[config.mk]
export PLATFORM = sky130hd
export DESIGN_NAME = write_record_ring_with_offset_seek_core
export DESIGN_NICKNAME = d
export VERILOG_FILES = /design/src/hdl/rrseek_pkg.sv /design/src/hdl/rrseek_cell.sv /design/src/hdl/write_record_ring_with_offset_seek_core.sv
export SDC_FILE = /design/constraint.sdc
export NUM_CORES = 2
export LEC_CHECK = 0
export ABC_AREA = 1
export ABC_CLOCK_PERIOD_IN_PS = 6920
export BUFFER_PORTS_ARGS = -buffer_cell sky130_fd_sc_hd__buf_4
export CORE_ASPECT_RATIO = 1.4
export CORE_MARGIN = 10
export CORE_UTILIZATION = 40
export DETAILED_ROUTE_END_ITERATION = 7
export GPL_TIMING_DRIVEN = 0
export SLEW_MARGIN = 20
export SYNTH_ARGS = -nofsm -noshare
export SYNTH_HDL_FRONTEND = slang
export SYNTH_HIERARCHICAL = 1
export SYNTH_SLANG_ARGS = --single-unit
[constraint.sdc]
create_clock -name i_clk -period 6.92 [get_ports i_clk]
set_input_delay 0 -clock i_clk [delete_from_list [all_inputs] [get_ports i_clk]]
set_output_delay 0 -clock i_clk [all_outputs]
set_load 0.02 [all_outputs]
[src/hdl/rrseek_pkg.sv]
`timescale 1ns / 1ps
// ----------------------------------------------------------------------------
// Record ring seek package
// Shared types, codes and constants of the record ring with offset seek.
// ----------------------------------------------------------------------------
package rrseek_pkg;

    // Default configuration of the ring.
    localparam int DEF_SLOTS     = 10;
    localparam int DEF_SIZE_BITS = 20;

    // Fixed field widths of the request and result ports.
    localparam int REQ_W  = 2;
    localparam int REC_W  = 20;
    localparam int FLAT_W = 24;
    localparam int CIDX_W = 4;
    localparam int SLOT_W = 4;

    // Largest flat byte position that a result can carry.
    localparam logic [FLAT_W-1:0] FLAT_MAX = {FLAT_W{1'b1}};

    localparam logic STATUS_OK   = 1'b0;
    localparam logic STATUS_FAIL = 1'b1;

    typedef enum logic [REQ_W-1:0] {
        REQ_ADD       = 2'd0,
        REQ_BYTE_SEEK = 2'd1,
        REQ_CMD_SEEK  = 2'd2,
        REQ_BAD       = 2'd3
    } t_req_type;

    typedef enum logic [1:0] {
        ST_IDLE,
        ST_WALK,
        ST_RESULT
    } t_state;

    // Seek request broadcast to every cell, with the current walk step.
    typedef struct packed {
        t_req_type          mode;
        logic [FLAT_W-1:0]  target;
        logic [CIDX_W-1:0]  idx;
        logic [REC_W-1:0]   off;
        logic [SLOT_W-1:0]  step;
    } t_seek;

    // Outcome reported by the cell that holds the walk token.
    typedef struct packed {
        logic               done;
        logic               status;
        logic [SLOT_W-1:0]  slot;
        logic [REC_W-1:0]   off;
        logic [FLAT_W-1:0]  flat;
    } t_res;

endpackage

[src/hdl/rrseek_cell.sv]
`timescale 1ns / 1ps
// ----------------------------------------------------------------------------
// Record ring seek cell
// Holds the size of one ring slot and, during a seek, the walk token with
// the running byte sum, which it passes on to the next slot.
// ----------------------------------------------------------------------------
module rrseek_cell #(
    parameter int SIZE_BITS = 20,
    parameter int SUM_W     = 26,
    parameter int SLOTS     = 10,
    parameter int CELL_ID   = 0
) (
    input  logic                  i_clk,
    input  logic                  i_rst_n,
    input  logic                  i_wr_en,
    input  logic [SIZE_BITS-1:0]  i_wr_size,
    input  rrseek_pkg::t_seek     i_seek,
    input  logic                  i_tok_vld,
    input  logic [SUM_W-1:0]      i_tok_sum,
    output logic                  o_tok_vld,
    output logic [SUM_W-1:0]      o_tok_sum,
    output logic                  o_busy,
    output rrseek_pkg::t_res      o_res
);
    import rrseek_pkg::*;

    logic [SIZE_BITS-1:0] r_size;
    logic                 r_tok_vld;
    logic [SUM_W-1:0]     r_tok_sum;

    logic [SUM_W-1:0] w_size;
    logic [SUM_W-1:0] w_sum_nx;
    logic [SUM_W-1:0] w_target;
    logic [SUM_W-1:0] w_off;
    logic [SUM_W-1:0] w_flat;
    logic             w_done;

    assign w_size   = SUM_W'(r_size);
    assign w_sum_nx = r_tok_sum + w_size;
    assign w_target = SUM_W'(i_seek.target);
    assign w_off    = SUM_W'(i_seek.off);
    assign w_flat   = r_tok_sum + w_off;

    always_comb begin
        o_res  = '0;
        w_done = 1'b0;
        if (r_tok_vld) begin
            if (i_seek.mode == REQ_CMD_SEEK) begin
                // The requested record is reached after idx steps.
                if (i_seek.step == i_seek.idx) begin
                    w_done      = 1'b1;
                    o_res.done  = 1'b1;
                    if (w_off < w_size && w_flat <= SUM_W'(FLAT_MAX)) begin
                        o_res.status = STATUS_OK;
                        o_res.slot   = SLOT_W'(CELL_ID);
                        o_res.off    = i_seek.off;
                        o_res.flat   = FLAT_W'(w_flat);
                    end else begin
                        o_res.status = STATUS_FAIL;
                    end
                end
            end else begin
                if (w_sum_nx > w_target) begin
                    w_done       = 1'b1;
                    o_res.done   = 1'b1;
                    o_res.status = STATUS_OK;
                    o_res.slot   = SLOT_W'(CELL_ID);
                    o_res.off    = REC_W'(w_target - r_tok_sum);
                end else if (i_seek.step == SLOT_W'(SLOTS - 1)) begin
                    // Last slot of the ring passed without a hit.
                    w_done       = 1'b1;
                    o_res.done   = 1'b1;
                    o_res.status = STATUS_FAIL;
                end
            end
        end
    end

    assign o_tok_vld = r_tok_vld & ~w_done;
    assign o_tok_sum = w_sum_nx;
    assign o_busy    = r_tok_vld;

    always_ff @(posedge i_clk) begin
        if (!i_rst_n) begin
            r_size    <= '0;
            r_tok_vld <= 1'b0;
        end else begin
            if (i_wr_en) begin
                r_size <= i_wr_size;
            end
            r_tok_vld <= i_tok_vld;
        end
    end

    always_ff @(posedge i_clk) begin
        r_tok_sum <= i_tok_sum;
    end

endmodule

[src/hdl/write_record_ring_with_offset_seek_core.sv]
`timescale 1ns / 1ps
// An add or a rejected request goes from acceptance into the result register and then into
// the output register; a seek walks its token around the ring until a cell reports, then
// its result takes the same path. One request is handled at a time: the next is taken only
// once the result has moved into the output register, which result stalls can hold off.
// Reset (synchronous, active low) clears all sizes, both slot pointers and the full flag;
// requests are taken once reset is released.
// ----------------------------------------------------------------------------
// Record ring with offset seek
// A ring of record sizes built as a chain of slot cells. Seeks move a token
// with a running byte sum around the chain, starting at the oldest slot.
// ----------------------------------------------------------------------------
module write_record_ring_with_offset_seek_core #(
    parameter int SLOTS     = rrseek_pkg::DEF_SLOTS,
    parameter int SIZE_BITS = rrseek_pkg::DEF_SIZE_BITS
) (
    input  logic                             i_clk,
    input  logic                             i_rst_n,
    // Request channel
    input  logic                             i_valid,
    output logic                             o_stall,
    input  logic [rrseek_pkg::REQ_W-1:0]     i_req_type,
    input  logic [rrseek_pkg::REC_W-1:0]     i_entry_size,
    input  logic                             i_complete,
    input  logic                             i_starts_new,
    input  logic [rrseek_pkg::FLAT_W-1:0]    i_byte_offset,
    input  logic [rrseek_pkg::CIDX_W-1:0]    i_cmd_index,
    input  logic [rrseek_pkg::REC_W-1:0]     i_cmd_offset,
    // Result channel
    output logic                             o_valid,
    input  logic                             i_stall,
    output logic                             o_status,
    output logic [rrseek_pkg::SLOT_W-1:0]    o_slot,
    output logic [rrseek_pkg::REC_W-1:0]     o_offset_in_record,
    output logic [rrseek_pkg::FLAT_W-1:0]    o_flat_offset
);
    import rrseek_pkg::*;

    // Slot pointer width, and a running sum wide enough for a full ring and
    // for comparison against any flat byte position.
    localparam int IDX_W = $clog2(SLOTS);
    localparam int SUM_W = (SIZE_BITS + 5 > FLAT_W + 2) ? SIZE_BITS + 5 : FLAT_W + 2;

    // Control state.
    t_state            r_state, n_state;
    logic [IDX_W-1:0]  r_wr, n_wr;
    logic [IDX_W-1:0]  r_rd, n_rd;
    logic              r_full, n_full;
    t_seek             r_seek, n_seek;
    t_res              r_res, n_res;

    // Output register.
    logic              r_o_valid, n_o_valid;
    logic              r_o_status, n_o_status;
    logic [SLOT_W-1:0] r_o_slot, n_o_slot;
    logic [REC_W-1:0]  r_o_off, n_o_off;
    logic [FLAT_W-1:0] r_o_flat, n_o_flat;

    // Chain signals.
    logic                 w_wr_en;
    logic                 w_inject;
    logic [SIZE_BITS-1:0] w_wr_size;
    logic [SLOTS-1:0]     w_cell_wr;
    logic [SLOTS-1:0]     w_tok_in_vld;
    logic [SLOTS-1:0]     w_tok_out_vld;
    logic [SLOTS-1:0]     w_busy;
    logic [SUM_W-1:0]     w_tok_in_sum  [SLOTS];
    logic [SUM_W-1:0]     w_tok_out_sum [SLOTS];
    t_res                 w_cell_res    [SLOTS];
    t_res                 w_res;

    // Add bookkeeping.
    t_req_type        w_req;
    logic [IDX_W-1:0] w_rd_adv;
    logic [IDX_W-1:0] w_wr_adv;
    logic             w_idx_ok;
    logic             w_accept;

    assign w_req     = t_req_type'(i_req_type);
    assign w_accept  = i_valid && (r_state == ST_IDLE);
    assign w_wr_size = SIZE_BITS'(i_entry_size);
    assign w_idx_ok  = ({1'b0, i_cmd_index} < (CIDX_W + 1)'(SLOTS));
    assign w_wr_en   = w_accept && (w_req == REQ_ADD);
    assign w_inject  = w_accept && ((w_req == REQ_BYTE_SEEK) ||
                                    (w_req == REQ_CMD_SEEK && w_idx_ok));

    // The oldest slot is dropped only when a new record starts on a full ring;
    // the full flag is then computed against the already advanced read slot.
    assign w_rd_adv = (i_starts_new && r_full) ?
                      ((r_rd == IDX_W'(SLOTS - 1)) ? '0 : r_rd + 1'b1) : r_rd;
    assign w_wr_adv = (r_wr == IDX_W'(SLOTS - 1)) ? '0 : r_wr + 1'b1;

    // The slot cells form a ring. A seek drops a token with a zero sum into
    // the cell of the oldest slot; from there it moves one cell per cycle.
    for (genvar g = 0; g < SLOTS; g++) begin : g_cell
        localparam int PREV = (g == 0) ? SLOTS - 1 : g - 1;

        always_comb begin
            w_cell_wr[g] = w_wr_en && (r_wr == IDX_W'(g));
            if (w_inject && r_rd == IDX_W'(g)) begin
                w_tok_in_vld[g] = 1'b1;
                w_tok_in_sum[g] = '0;
            end else begin
                w_tok_in_vld[g] = w_tok_out_vld[PREV];
                w_tok_in_sum[g] = w_tok_out_sum[PREV];
            end
        end

        rrseek_cell #(
            .SIZE_BITS (SIZE_BITS),
            .SUM_W     (SUM_W),
            .SLOTS     (SLOTS),
            .CELL_ID   (g)
        ) u_cell (
            .i_clk     (i_clk),
            .i_rst_n   (i_rst_n),
            .i_wr_en   (w_cell_wr[g]),
            .i_wr_size (w_wr_size),
            .i_seek    (r_seek),
            .i_tok_vld (w_tok_in_vld[g]),
            .i_tok_sum (w_tok_in_sum[g]),
            .o_tok_vld (w_tok_out_vld[g]),
            .o_tok_sum (w_tok_out_sum[g]),
            .o_busy    (w_busy[g]),
            .o_res     (w_cell_res[g])
        );
    end

    // Only the cell holding the token reports anything, so the results of
    // all cells can simply be merged.
    always_comb begin
        w_res = '0;
        for (int i = 0; i < SLOTS; i++) begin
            w_res = t_res'(w_res | w_cell_res[i]);
        end
    end

    // Requests are taken only in the idle state, while no walk runs and no result waits.
    assign o_stall = (r_state != ST_IDLE);

    always_comb begin
        n_state    = r_state;
        n_wr       = r_wr;
        n_rd       = r_rd;
        n_full     = r_full;
        n_seek     = r_seek;
        n_res      = r_res;
        n_o_valid  = r_o_valid && i_stall;
        n_o_status = r_o_status;
        n_o_slot   = r_o_slot;
        n_o_off    = r_o_off;
        n_o_flat   = r_o_flat;

        unique case (r_state)
            ST_IDLE: begin
                if (i_valid) begin
                    n_res        = '0;
                    n_res.done   = 1'b1;
                    n_res.status = STATUS_FAIL;
                    n_seek.mode   = w_req;
                    n_seek.target = i_byte_offset;
                    n_seek.idx    = i_cmd_index;
                    n_seek.off    = i_cmd_offset;
                    n_seek.step   = '0;
                    unique case (w_req)
                        REQ_ADD: begin
                            n_rd         = w_rd_adv;
                            n_res.status = STATUS_OK;
                            if (i_complete) begin
                                n_wr   = w_wr_adv;
                                n_full = (w_wr_adv == w_rd_adv);
                            end
                            n_state = ST_RESULT;
                        end
                        REQ_BYTE_SEEK: begin
                            n_state = ST_WALK;
                        end
                        REQ_CMD_SEEK: begin
                            n_state = w_idx_ok ? ST_WALK : ST_RESULT;
                        end
                        REQ_BAD: begin
                            n_state = ST_RESULT;
                        end
                        default: begin
                            n_state = ST_RESULT;
                        end
                    endcase
                end
            end
            ST_WALK: begin
                if (w_res.done) begin
                    n_res   = w_res;
                    n_state = ST_RESULT;
                end else begin
                    n_seek.step = r_seek.step + 1'b1;
                end
            end
            ST_RESULT: begin
                // The result moves out once the output register is free
                // or is being emptied in this cycle.
                if (!r_o_valid || !i_stall) begin
                    n_o_valid  = 1'b1;
                    n_o_status = r_res.status;
                    n_o_slot   = r_res.slot;
                    n_o_off    = r_res.off;
                    n_o_flat   = r_res.flat;
                    n_state    = ST_IDLE;
                end
            end
            default: begin
                n_state = ST_IDLE;
            end
        endcase
    end

    always_ff @(posedge i_clk) begin
        if (!i_rst_n) begin
            r_state   <= ST_IDLE;
            r_wr      <= '0;
            r_rd      <= '0;
            r_full    <= 1'b0;
            r_o_valid <= 1'b0;
        end else begin
            r_state   <= n_state;
            r_wr      <= n_wr;
            r_rd      <= n_rd;
            r_full    <= n_full;
            r_o_valid <= n_o_valid;
        end
    end

    always_ff @(posedge i_clk) begin
        r_seek     <= n_seek;
        r_res      <= n_res;
        r_o_status <= n_o_status;
        r_o_slot   <= n_o_slot;
        r_o_off    <= n_o_off;
        r_o_flat   <= n_o_flat;
    end

    assign o_valid            = r_o_valid;
    assign o_status           = r_o_status;
    assign o_slot             = r_o_slot;
    assign o_offset_in_record = r_o_off;
    assign o_flat_offset      = r_o_flat;

    // At most one walk token exists anywhere on the ring.
    a_one_token: assert property (@(posedge i_clk) disable iff (!i_rst_n)
        $onehot0(w_busy))
        else $error("more than one walk token on the ring");

    // While walking, the token is held by exactly one cell.
    a_walk_token: assert property (@(posedge i_clk) disable iff (!i_rst_n)
        (r_state == ST_WALK) |-> $onehot(w_busy))
        else $error("walk running without a token");

    // Both slot pointers always name a slot of the ring.
    a_ptr_range: assert property (@(posedge i_clk) disable iff (!i_rst_n)
        ({1'b0, r_wr} < (IDX_W + 1)'(SLOTS)) && ({1'b0, r_rd} < (IDX_W + 1)'(SLOTS)))
        else $error("slot pointer outside the ring");

    // A walk never runs past the last slot of the ring.
    a_walk_len: assert property (@(posedge i_clk) disable iff (!i_rst_n)
        (r_state == ST_WALK) |-> ({1'b0, r_seek.step} < (SLOT_W + 1)'(SLOTS)))
        else $error("walk step beyond ring length");

endmodule
Yosys cells after proc, flatten, opt, wreduce, memory -nomap -nowiden
Index checks and enable logic that the tools add are counted.
Operators by class
  reduce and logical (&&, ||, !) cells: 54
  add/subtract/negate cells: 33
  equal/unequal tests: 31
  order comparisons: 31
  bitwise logic cells: 29
  muxes and demuxes: 141
Operators by type and width (count)
  $mux 50: 20
  $add 26x20->26: 20
  $or 50x50->50: 9
  $mux 24: 12
  $gt 26x24->1: 10
  $le 26x24->1 const B: 10
  $mux 26: 10
  $lt 20x20->1: 10
  $sub 20x20->20: 10
  $mux 47: 4
  $mux 49: 2
  $pmux 49 s2: 1
  $mux 48: 2
  $mux 23: 4
  $mux 46: 2
  $mux 1: 55
  $mux 45: 1
  $mux 22: 2
  $mux 44: 1
  $logic_and 1x1->1: 36
  $eq 4x3->1 const B: 8
  $mux 2: 15
  $mux 21: 1
  $eq 4x4->1 const B: 5
  other kinds (23): 69
Storage, ports and cells
  register bits after elaboration: 634
  input port bits: 76

Logic depth before layout (Yosys ltp)
  word-level depth: 18
  gate-level depth with buffers: 34
  gate-level depth less buffers: 34

Cells and area by module
Netlist, hierarchy kept.
By module, submodules not included
  rrseek_cell (g_cell[1].u_cell ...): cells an instance 982, instances 6, area each 6358.6 um^2, sequential area each 940.9 um^2
  write_record_ring_with_offset_seek_core: cells an instance 1101, instances 1, area each 9032.4 um^2, sequential area each 4804.6 um^2
  rrseek_cell (g_cell[0].u_cell): cells an instance 1015, instances 1, area each 6645.1 um^2, sequential area each 940.9 um^2
  rrseek_cell (g_cell[8].u_cell): cells an instance 1024, instances 1, area each 6535.0 um^2, sequential area each 940.9 um^2
  rrseek_cell (g_cell[9].u_cell): cells an instance 1018, instances 1, area each 6496.2 um^2, sequential area each 940.9 um^2
  rrseek_cell (g_cell[2].u_cell): cells an instance 990, instances 1, area each 6312.3 um^2, sequential area each 940.9 um^2

Least setup slack after synthesis
No wires, ideal clock.
  kind: register -> register
  from: reg g_cell[6].u_cell.r_tok_sum[0]
  to: reg r_res[0] (netlist name), enable pin
  slack: 1976 ps
  library setup time: 412 ps
  arrival time: 4532 ps
  stages on the path, launching flop included: 30
  clock period less this slack: 4944 ps
  cell sequence: dfxtp_1 > ha_1 > inv_1 > fa_1 > inv_1 > nand2_1 > nand2_1 > nand3_1 > nand2_1 > a21oi_1 > o21bai_1 > nand2_1 > nand3_1 > a21oi_1 > xnor2_1 > ha_1 > nand2_1 > nor2_1 > a211oi_1 > o2111ai_1 > inv_1 > nand2_1 > nand2_2 > nand3_1 > nand2_1 > nor2_1 > nor2_1 > nor3b_1 > nand4_1 > and3_1
RTL lines
  from (decl): line rrseek_cell.sv:29  | logic [SUM_W-1:0] r_tok_sum;
  from (signal assigned): line rrseek_cell.sv:96  | r_tok_sum <= i_tok_sum;
  to (signal assigned): line write_record_ring_with_offset_seek_core.sv:234  | r_res <= n_res;
  to (decl): line write_record_ring_with_offset_seek_core.sv:50  | t_res r_res, n_res;

==> run_results.csv <==
group,metric,value,unit
sta,holdWs,0.0475,ns
grt,antenna_found_initial,44,
setup_path,crit_path_frequent_cell,"nand2_1",
floorplan,die_w,381,um
cts,clk_latency,0.74,ns
synthesis,synth_top_area_share,0.175,
power_and_ir_drop,intPower,13.7,mW
synthesis,ys_seq_area_frac,0.194,
place,gp_congestion,1.08,
final_layout,multi_input_area,0.0508,mm^2
setup_path,start_kind,"flop",
final_layout,stdcell_area,0.0849,mm^2
power_and_ir_drop,comb_power_share,0.645,
cts,clk_pin_slew_worst_paths,0.06,ns
outcome,outcome,"completed",
place,dp_cells,13800,
synthesis,syn-cell-area,0.0732,mm^2
setup_path,path_buf_inv,5,
floorplan,die_area,0.201,mm^2
sta,maxSlewViolCount,0,
synthesis,syn_area_per_cell,6.63,um^2
power_and_ir_drop,switchingPower,17.1,mW
final_layout,instances_no_fill,14200,
route,num_vias,80900,
floorplan,initial_core_util,0.403,
place,io_buffers,126,
place,hpwl,346000,um
final_layout,nNetsFinal,12700,
cts,cts_tree,"built",
route,ant_nets,0,
power_and_ir_drop,p_leak,42.1,nW
power_and_ir_drop,switching_share,0.555,
min_path,worstHoldPathType,"input pin to flop",
route,firstDrtPassIters,8,
route,drt-wirelength-per-cell,29.5,um
cts,max-clock-path-buffers,3,
floorplan,rows,185,
route,routed_via_density,5.71,
synthesis,synth_ff_type,"dfxtp_1",
sta,setup_viol,0,
job,maxCapViolations,0,
sta,worstMarginPinSlew,1.36,ns
setup_path,required,7.27,ns
sta,max-slew-margin-rel,0.0877,
power_and_ir_drop,power,30.7,mW
power_and_ir_drop,seq_power_share,0.218,
cts,numCtsBuffers,75,
synthesis,yosys_warnings,6,
floorplan,core,0.182,mm^2
synthesis,yosysTopAreaCell,"ha_1",
place,placedInstanceArea,0.0809,mm^2
grt,grt.overflow.total,0,
setup_path,path_class,"flop to flop",
setup_path,endpoint_kind,"flop",
sta,max_clock_freq,0.148,GHz
synthesis,synth-async-reset-ratio,0,
grt,grt_use_total,0.396,
cts,clock_sinks,634,
final_layout,drive_above_1_share,0.0952,
final_layout,fillerInstances,18900,
power_and_ir_drop,clkPwrFrac,0.137,
floorplan,top_level_ports,127,
sta,fin_crit,6.76,ns
final_layout,area_delta_synth_final,16.0,%
route,drc,0,
sta,rsz0062_at_grt,"no",
setup_path,arrival,7.11,ns
setup_path,max_stage_delay,0.98,ns
sta,hold_violations,0,
grt,grt_pass1_vias,74900,
grt,grt_pass1_wl,563000,um
grt,grt_max_degree,54,
power_and_ir_drop,power_density,362,mW/mm^2
cts,cts-htree-levels,3,
setup_path,cp_max_fo,10,
route,routed_wirelength,418000,um
final_layout,area.sequential,0.0142,mm^2
synthesis,synth_area_leaders,"ha_1 18%, dfxtp_1 13%, nand2_1 12%",
power_and_ir_drop,irDropWorstVdd,0.299,mV
synthesis,ys_types,69,
cts,cts_root_buffer,"clkbuf_16",
route,drtIter0Drc,8560,
cts,postCtsSetupBuffers,0,
floorplan,die_y,526,um
setup_path,crit_slowest_cell,"nor4_1",
synthesis,synth-edff-count,152,
synthesis,yosys_register_bits,634,
setup_path,path_delay_family,"simple AND/OR/NAND/NOR gates",
synthesis,syn_inst,11000,
sta,fin_crit_sh,0.977,
sta,finalClockSkew,0.0465,ns
-- cell usage in the layout (no fill, tap or decap), types with 25 or more instances in the layout --
master,netlist,final
clkbuf_1,83,97
nor2_1,1001,1001
nand2_2,102,102
o21a_1,28,28
nand3_2,60,60
inv_2,50,50
a21o_1,51,51
ha_1,1025,1025
nand3_1,385,385
fa_1,30,30
o21ai_0,658,658
nor2_4,83,83
nand2_1,2348,2348
xnor2_1,223,223
nand3b_1,29,29
buf_8,0,161
dlygate4sd3_1,0,125
clkbuf_16,0,78
inv_1,1833,1833
or2_2,37,37
buf_2,37,38
edfxtp_1,152,152
nor2_2,73,73
and2_1,28,28
conb_1,10,25
nor4_2,6,26
buf_16,0,36
a21oi_1,1022,1021
nor3_1,56,49
a211oi_1,36,36
a31oi_1,147,147
nand4_1,122,122
nor4_1,129,109
xor2_1,277,277
dfxtp_1,482,482
buf_4,45,172
diode_2,0,86
a21boi_0,26,26
a21oi_2,32,32
o21bai_1,56,56
-- synth_stat cells (all sizes together) (36+ instances only) --
| cell | number |
|---|---|
| xor2 | 277 |
| nand2 | 2467 |
| or2 | 44 |
| o21bai | 57 |
| nor4 | 135 |
| inv | 1884 |
| a21oi | 1054 |
| edfxtp | 152 |
| dfxtp | 482 |
| a31oi | 147 |
| clkbuf | 86 |
| a21o | 51 |
| nand3 | 456 |
| nor3 | 71 |
| ha | 1025 |
| a211oi | 36 |
| buf | 117 |
| o21ai | 687 |
| nor2 | 1157 |
| xnor2 | 223 |
| nand4 | 133 |
-- what timing repair did --
action                                 CTS  global route
gates resized for setup                  0             1
setup endpoints to repair                0            46
hold buffers                           125             0
endpoints found under the hold margin  306             0
-- cell type report --
class | count | share of cell area
sequential | 634 | 0.167
buffer | 203 | 0.0148
antenna | 86 | 0.00254
timing repair buffer | 460 | 0.0676
clock inverter | 42 | 0.00489
inverter | 1893 | 0.0838
tap | 2431 | 0.0358
clock buffer | 95 | 0.0241
multi-input combinational | 8325 | 0.599
-- cells by family (layout without fill, tap and decap cells) --
logic type      after synthesis  count (layout)  synth area share
simple gates               4568            4568             0.284
compound gates             2177            2177             0.164
buf+inv                    2096            2693             0.114
fa+ha+maj                  1055            1055             0.183
flops                       634             634             0.194
xor+xnor                    500             500            0.0598
other cells                  10             111          0.000513
-- path summary, 6_finish.rpt --
check,start,end,slack [ns],depth (start not counted)
worst max-delay path,g_cell[0].u_cell/r_tok_sum[1],r_res[26],0.16,25
worst min-delay path,i_req_type[0],r_seek[52],0.05,2
worst max register to register,g_cell[0].u_cell/r_tok_sum[1],r_res[26],0.16,25
worst min register to register,r_res[31],o_offset_in_record[7],0.42,0
-- sequential cells by signal (all words and copies together) (netlist names), 4 cells and up --
signal,count
g_cell.u_cell/r_tok_sum,260
g_cell.u_cell/r_size,200
r_seek,54
r_res,49
o_flat_offset,24
o_offset_in_record,20
g_cell.u_cell/o_busy,10
o_slot,4
r_rd,4
r_wr,4
-- power by group through the flow --
stage               Sequential (mW)  Combinational (mW)  Clock, mW
global route                   6.59                21.7       4.35
floorplan                      5.37                13.1          0
finish                         6.71                19.8       4.20
CTS                            6.57                19.4       4.23
global placement               7.35                18.0          0
detailed placement             6.65                19.2          0
-- per-stage QoR --
| step | TNS (ns) | util | worst slack, ns |
|---|---|---|---|
| finish | 0 | 0.467 | 0.156 |
| global route | 0 | 0.466 | 0.276 |
| CTS | 0 | 0.466 | 0.485 |
| detailed placement | 0 | 0.445 | 0.519 |
| global placement | -76.44 | 0.425 | -1.21 |
| floorplan | 0 | - | 1.98 |
-- metal layers --
metal | vias up | track usage | routed length (um)
li1 | 37400 | - | -
met1 | 38000 | 0.471 | 159000
met2 | 4248 | 0.610 | 182000
met3 | 1194 | 0.0739 | 37100
met4 | 14 | 0.346 | 39600
met5 | - | 0 | 90
No activity file was read; power rests on OpenSTA's default activity.
